--- config.mk ---
export PLATFORM = sky130hd
export DESIGN_NAME = pdll_cell
export DESIGN_NICKNAME = d
export VERILOG_FILES = /design/src/pdll_pkg.sv /design/src/pdll_cell.sv
export SDC_FILE = /design/constraint.sdc
export NUM_CORES = 1
export LEC_CHECK = 0
export BUFFER_PORTS_ARGS = -buffer_cell sky130_fd_sc_hd__buf_2
export CAP_MARGIN = 15
export CORE_AREA = 2 2 99 101
export DETAILED_ROUTE_END_ITERATION = 8
export DIE_AREA = 0 0 101 103
export GPL_TIMING_DRIVEN = 0
export PLACE_DENSITY = 0.79
export SLEW_MARGIN = 10
export SYNTH_ARGS = -nofsm -noshare
export SYNTH_HDL_FRONTEND = slang
export SYNTH_SLANG_ARGS = --single-unit
--- constraint.sdc ---
create_clock -name clk -period 4.95 [get_ports clk]
set_input_delay 0.2475 -clock clk [delete_from_list [all_inputs] [get_ports clk]]
set_output_delay 0.2475 -clock clk [all_outputs]
set_load 0.02 [all_outputs]
--- src/pdll_pkg.sv ---
// ----------------------------------------------------------------------------
// pdll_pkg
// Shared types and codes for the positional doubly linked list.
// ----------------------------------------------------------------------------
package pdll_pkg;

    localparam int POOL_DEPTH = 64;
    localparam int IDX_W      = (POOL_DEPTH > 1) ? $clog2(POOL_DEPTH) : 1;
    localparam int LEN_W      = 7;
    localparam int VAL_W      = 32;

    localparam logic [3:0] CMD_CLEAR    = 4'd0;
    localparam logic [3:0] CMD_INS_FRNT = 4'd1;
    localparam logic [3:0] CMD_INS_AT   = 4'd2;
    localparam logic [3:0] CMD_INS_BACK = 4'd3;
    localparam logic [3:0] CMD_DEL_FRNT = 4'd4;
    localparam logic [3:0] CMD_DEL_AT   = 4'd5;
    localparam logic [3:0] CMD_DEL_BACK = 4'd6;
    localparam logic [3:0] CMD_COUNT    = 4'd7;
    localparam logic [3:0] CMD_SEARCH   = 4'd8;
    localparam logic [3:0] CMD_RD_FWD   = 4'd9;
    localparam logic [3:0] CMD_RD_BACK  = 4'd10;

    localparam logic [1:0] ST_OK    = 2'd0;
    localparam logic [1:0] ST_EMPTY = 2'd1;
    localparam logic [1:0] ST_FULL  = 2'd2;
    localparam logic [1:0] ST_BADPOS = 2'd3;

    localparam logic [2:0] OP_HOLD = 3'd0;
    localparam logic [2:0] OP_INS  = 3'd1;
    localparam logic [2:0] OP_DEL  = 3'd2;
    localparam logic [2:0] OP_ROTL = 3'd3;
    localparam logic [2:0] OP_ROTR = 3'd4;

    typedef struct packed {
        logic [2:0]       op;
        logic [IDX_W-1:0] k;
        logic [IDX_W-1:0] tap;
        logic [LEN_W-1:0] len;
        logic [VAL_W-1:0] val;
    } pdll_ctl_t;

endpackage

--- src/pdll_cell.sv ---
// ----------------------------------------------------------------------------
// pdll_cell
// One list slot; shifts or rotates with its neighbors on a broadcast op.
// ----------------------------------------------------------------------------
module pdll_cell (
    input  logic                      clk,
    input  logic [pdll_pkg::IDX_W-1:0] idx,
    input  pdll_pkg::pdll_ctl_t       ctl,
    input  logic [pdll_pkg::VAL_W-1:0] left_val,
    input  logic [pdll_pkg::VAL_W-1:0] right_val,
    input  logic [pdll_pkg::VAL_W-1:0] head_val,
    input  logic [pdll_pkg::VAL_W-1:0] tail_val,
    output logic [pdll_pkg::VAL_W-1:0] cur_val,
    output logic [pdll_pkg::VAL_W-1:0] tap_val
);
    import pdll_pkg::*;

    logic [VAL_W-1:0] val_reg;
    logic [VAL_W-1:0] val_next;
    logic [LEN_W-1:0] idx_w;
    logic [LEN_W-1:0] lm1;

    assign idx_w = LEN_W'(idx);
    assign lm1   = ctl.len - LEN_W'(1);

    always_comb
    begin
        val_next = val_reg;
        case (ctl.op)
            OP_INS:
            begin
                if (idx == ctl.k)
                    val_next = ctl.val;
                else if (idx > ctl.k)
                    val_next = left_val;
            end
            OP_DEL:
            begin
                if (idx >= ctl.k)
                    val_next = right_val;
            end
            OP_ROTL:
            begin
                if (idx_w < lm1)
                    val_next = right_val;
                else if (idx_w == lm1)
                    val_next = head_val;
            end
            OP_ROTR:
            begin
                if (idx_w == '0)
                    val_next = tail_val;
                else if (idx_w <= lm1)
                    val_next = left_val;
            end
            default: val_next = val_reg;
        endcase
    end

    always_ff @(posedge clk)
    begin
        val_reg <= val_next;
    end

    assign cur_val = val_reg;
    assign tap_val = (idx == ctl.tap) ? val_reg : '0;

endmodule

Yosys cells after proc, flatten, opt, wreduce, memory -nomap -nowiden
Index checks and enable logic that the tools add are counted.
{"block": "totals", "register_bits": 32}
{"block": "op_classes", "addsub": 1, "order_cmp": 4, "eq_ne": 11, "muxes": 9, "n_reduce_logical": 3}
{"operator": "$mux W32", "count": 8}
{"operator": "$pmux W32 S4", "count": 1}
{"operator": "$eq A6 B6 Y1", "count": 2}
{"operator": "$ne A3 B3 Y1 const B", "count": 3}
{"operator": "$eq A6 B7 Y1", "count": 1}
{"operator": "$le A6 B7 Y1", "count": 1}
{"operator": "$logic_not A7 Y1", "count": 1}
{"operator": "$lt A6 B7 Y1", "count": 1}
{"operator": "$sub A7 B1 Y7 const B", "count": 1}
{"operator": "$eq A3 B2 Y1 const B", "count": 2}
{"operator": "$ge A6 B6 Y1", "count": 1}
{"operator": "$gt A6 B6 Y1", "count": 1}
{"operator": "$reduce_and A5 Y1", "count": 1}
{"operator": "$reduce_bool A4 Y1", "count": 1}
{"operator": "$eq A3 B1 Y1 const B", "count": 1}
{"operator": "$eq A3 B3 Y1 const B", "count": 1}
{"operator": "$ne A2 B2 Y1 const B", "count": 1}

Logic depth before layout (Yosys ltp)
{"block": "logic_depth", "ltp_word": 5, "ltp_mapped": 11, "depth_no_buf": 10}

Least setup slack after synthesis
Ideal clock, no wire load.
{"block": "synth_path", "kind": "input-to-reg", "startpoint": "input port ctl[36] in the netlist's numbering", "endpoint": "register val_reg[0], in the netlist cur_val[0] (enable)", "setup_time_ps": 461, "arrival_time_ps": 4059, "required_time_ps": 4489, "slack_ps": 429, "cell_stages": 9, "n_path_buf": 0, "path_cell_list": "or3_4 -> nor3_1 -> xnor2_1 -> ha_1 -> nand3_1 -> a21oi_1 -> a211oi_1 -> a2111oi_0 -> nor3_1"}
{"block": "synth_via", "elab_chain_cells": 4, "elab_cells_between_ends": 7, "cone_classes": "1 x add/sub; 2 x order compare; 3 x eq/ne; 1 x reduce/logical"}
{"item": "from (decl)", "line": "pdll_cell.sv:8", "rtl": "input pdll_pkg::pdll_ctl_t ctl,"}
{"item": "$sub A7 B1 Y7 (*)", "line": "pdll_cell.sv:24", "rtl": "assign lm1 = ctl.len - LEN_W'(1);"}
{"item": "$le A6 B7 Y1 (tied with other cells)", "line": "pdll_cell.sv:53", "rtl": "else if (idx_w <= lm1)"}
{"item": "$ne A3 B3 Y1 (no line)"}
{"item": "$reduce_and A5 Y1 (no line) (*)"}
{"item": "to (signal assigned)", "line": "pdll_cell.sv:62", "rtl": "val_reg <= val_next;"}
{"item": "to (decl)", "line": "pdll_cell.sv:18", "rtl": "logic [VAL_W-1:0] val_reg;"}
Every way passes the cells marked *; elsewhere a longest branch is shown, timed or not.
A chain may end at the register's enable or synchronous reset.

Worst setup path after layout
{"block": "layout_path", "startpoint": "input port ctl[36] in the netlist's numbering", "endpoint": "register val_reg[6], in the netlist cur_val[6] (enable)"}
Same word-level chain as after synthesis.

==> impl_results.rst <==
.. list-table::
   :header-rows: 1

   * - Metric
     - Value
   * - Most frequent cells after synthesis
     - 64 x mux2i_1, 32 x and2_1, 32 x edfxtp_1, 32 x o22ai_1, 30 x a221o_1
   * - Post-synthesis cell type count
     - 36
   * - Simple-gate portion of the synthesized area
     - 0.119
   * - Routability-driven placement congestion ratio
     - 0.863
   * - Fillers
     - 909
   * - Core Area
     - 9460 um2
   * - Total congestion overflow after global routing
     - 0
   * - Number of buffers created by CTS
     - 5
   * - Fraction of the mapped netlist area in adder cells
     - 0.0535
   * - Wire length after detailed routing
     - 12100 um
   * - Number of buffers on the longest clock path
     - 2
   * - Cell count after placement
     - 655
   * - Worst hold slack
     - 0.271 ns
   * - Number of warnings issued by yosys
     - 0
   * - I/O Buffers
     - 252
   * - H-tree Lvls
     - 2
   * - Critical path type
     - in -> reg
   * - Layout cell share with drive strength beyond 1
     - 0.515
   * - Residual DRC
     - 0
   * - Overall global routing resource usage
     - 0.216
   * - Clock Power Share
     - 0.195
   * - Most frequently used cell type in the post-synthesis netlist
     - mux2i_1
   * - Vias in the first global route
     - 3460
   * - Max Transition Viols Final
     - 0
   * - Root cell of the clock tree
     - clkbuf_8
   * - Synth async-reset ratio
     - 0
   * - Hold Crit Class
     - in -> reg
   * - Fin crit period
     - 3.30 ns
   * - Per-cell routed wire length
     - 18.2 um
   * - Nets
     - 750
   * - Post-route design area
     - 4560 um2
   * - Worst-margin pin slew
     - 0.848 ns
   * - Die outline area
     - 10400 um2
   * - Instance count along the most critical hold path
     - 2
   * - Count of non-filler cells in the finished layout
     - 664
   * - Complex-gate fraction of the synthesized area
     - 0.198
   * - Switching share of power
     - 0.340
   * - Primary FF master, synth
     - edfxtp_1
   * - Count of antenna-violating nets left after detailed routing
     - 0
   * - Top fanout value on the critical path
     - 10
   * - Unrepaired setup endpoints after global routing
     - no
   * - Initial antenna violation count
     - 1
   * - Leading area contributor after synthesis
     - edfxtp_1
   * - Cell Pwr Density
     - 208 nW/um2
   * - I/O pin count
     - 253
   * - Area share of xor/xnor cells in the synthesized design
     - 0.0370
   * - P_int
     - 0.626 mW
   * - Placed inst area
     - 4480 um2
   * - Leakage
     - 2.40 nW
   * - Clock transition at the registers of the reported paths
     - 0.06 ns
   * - Max-Slew Margin vs Limit
     - 0.432
   * - FMAX
     - 303 MHz
   * - Iteration count of the initial detailed-routing pass
     - 6
   * - Element type at the critical path end
     - flip-flop
   * - Largest net degree at the start of global routing
     - 11
   * - Number of resized instances in the post-cts repair step
     - 0
   * - Final-report hold violation count
     - 0
   * - Peak supply drop
     - 0.100 mV
   * - Req. time, crit path
     - 4.94 ns
   * - Vias
     - 3544
   * - Number of buffers inserted for hold repair after clock tree synthesis
     - 0
   * - Total of endpoints with negative setup slack in the final report
     - 0
   * - Power dissipated by switching net loads
     - 0.322 mW
   * - Largest register FFs
     - 32
   * - TritonCTS clock tree
     - built
   * - Global-route wire length before repair
     - 17200 um
   * - Number of flops mapped to enable cells by yosys
     - 32
   * - Final cycle utilization of the critical path
     - 0.667
   * - Synthesized netlist cell count
     - 286
   * - Power after layout
     - 0.949 mW
   * - Horizontal die dimension
     - 101 um
   * - Power share of the sequential group
     - 0.408
   * - Sequential-to-total area share from yosys stat
     - 0.316
   * - Iter 0 DRT Violations
     - 121
   * - Cells taking the most area after synthesis
     - edfxtp_1 32%, mux2i_1 21%, a221o_1 9.9%
   * - Worst Hold Path EP
     - cur_val[7]
   * - Area grow syn2layout
     - 50.0%
   * - Site Rows
     - 36
   * - DPL Wire Length
     - 10200 um
   * - Avg Cell Area, Syn
     - 10.6 um2
   * - Utilization after layout
     - 0.482
   * - Avg Vias per Cell
     - 5.34
   * - MaxCap Viol Count
     - 0
   * - Largest family of logic cells by synthesized area
     - multiplexers
   * - Mapped Area
     - 3040 um2
   * - Post-synthesis sequential element count
     - 32
   * - Net Count, Synth
     - 488
   * - Beginning of the worst hold path
     - head_val[7]
   * - Post-CTS setup-driven buffer insertion count
     - 0
   * - Run status
     - finished clean
   * - Sort of element at the start of the critical path
     - input port
   * - Mux cell area share after synthesis
     - 0.211
   * - Height of the chip
     - 103 um
   * - Gate power share
     - 0.398
   * - Startpoint of the most critical setup path
     - ctl[36]
   * - Critical Path AT
     - 3.29 ns
   * - Area share of the leading cell type in the synthesized netlist
     - 0.316
   * - Initial standard-cell utilization of the core
     - 0.321
   * - # clock sinks
     - 32
critical path: stages:
cell and delay, ns:
buf_2 0.11, or3_4 0.40, nor3_1 0.20, xnor2_1 0.18
ha_1 0.29, nand3_1 0.11, a21oi_1 0.05, a211oi_1 0.41
a2111oi_0 0.16, nor3_2 0.73, buf_6 0.23, buf_4 0.17
stage by stage:
stage	setup WS, ns	setup TNS (ns)
after CTS	1.58	0
after global placement	-0.780	-24.95
final	1.65	0
after floorplan	0.429	0
after global routing	1.36	0
after detailed placement	1.29	0
cells by family (layout without fill, tap and decap cells):
family	Yosys count	in the layout
buf+inv	31	294
other cells	0	1
simple gates	59	59
compound gates	75	75
fa+ha+maj	13	13
flops	32	32
mux	64	64
xor+xnor	12	12
per-layer routing:
| layer | share of wire | wire (um) | vias to the layer above | track usage |
|---|---|---|---|---|
| met4 | 0.020 | 240 | 0 | 0.0707 |
| li1 | - | - | 1662 | - |
| met1 | 0.39 | 4700 | 1677 | 0.247 |
| met5 | 0 | 0 | - | 0 |
| met3 | 0.068 | 824 | 20 | 0.0346 |
| met2 | 0.52 | 6350 | 185 | 0.410 |
power groups by stage:
stage	combinational, mW	sequential (mW)	clock, mW
floorplan	0.131	0.452	0
CTS	0.378	0.387	0.189
detailed placement	0.377	0.392	0
finish	0.377	0.387	0.185
global route	0.406	0.393	0.198
global placement	0.357	0.393	0
layout by cell type (no fill, tap or decap), types with 5 or more instances in the layout:
cell,netlist,routed
mux2i_1,64,64
buf_6,6,8
a221o_1,30,30
ha_1,13,13
buf_2,7,259
and2_1,32,32
o22ai_1,32,32
xnor2_1,7,7
edfxtp_1,32,32
clkbuf_1,3,5
inv_1,10,10
nor2_1,5,5
clkbuf_8,0,5
nand2_1,5,5
final cells by class:
class / instances / area [um2] / share of cell area
inverter: 10 / 37.5 / 0.00823
buffer: 21 / 161 / 0.0354
sequential: 32 / 961 / 0.211
multi-input combinational: 223 / 1890 / 0.413
clock buffer: 7 / 76.3 / 0.0167
timing repair buffer: 255 / 1290 / 0.283
clock inverter: 1 / 3.75 / 0.000823
tap: 114 / 143 / 0.0313
antenna: 1 / 2.50 / 0.000549
worst max-delay path by stage:
stage | endpoint | slack (ns) | cells after the start
3_3_place_gp | cur_val[6] | -0.78 | 10
2_1_floorplan | cur_val[0] | 0.43 | 9
6_report | cur_val[6] | 1.65 | 12
3_5_place_dp | cur_val[6] | 1.29 | 12
5_1_grt | cur_val[5] | 1.36 | 12
4_1_cts | cur_val[6] | 1.58 | 12
Power figures use the tool's default switching activity.
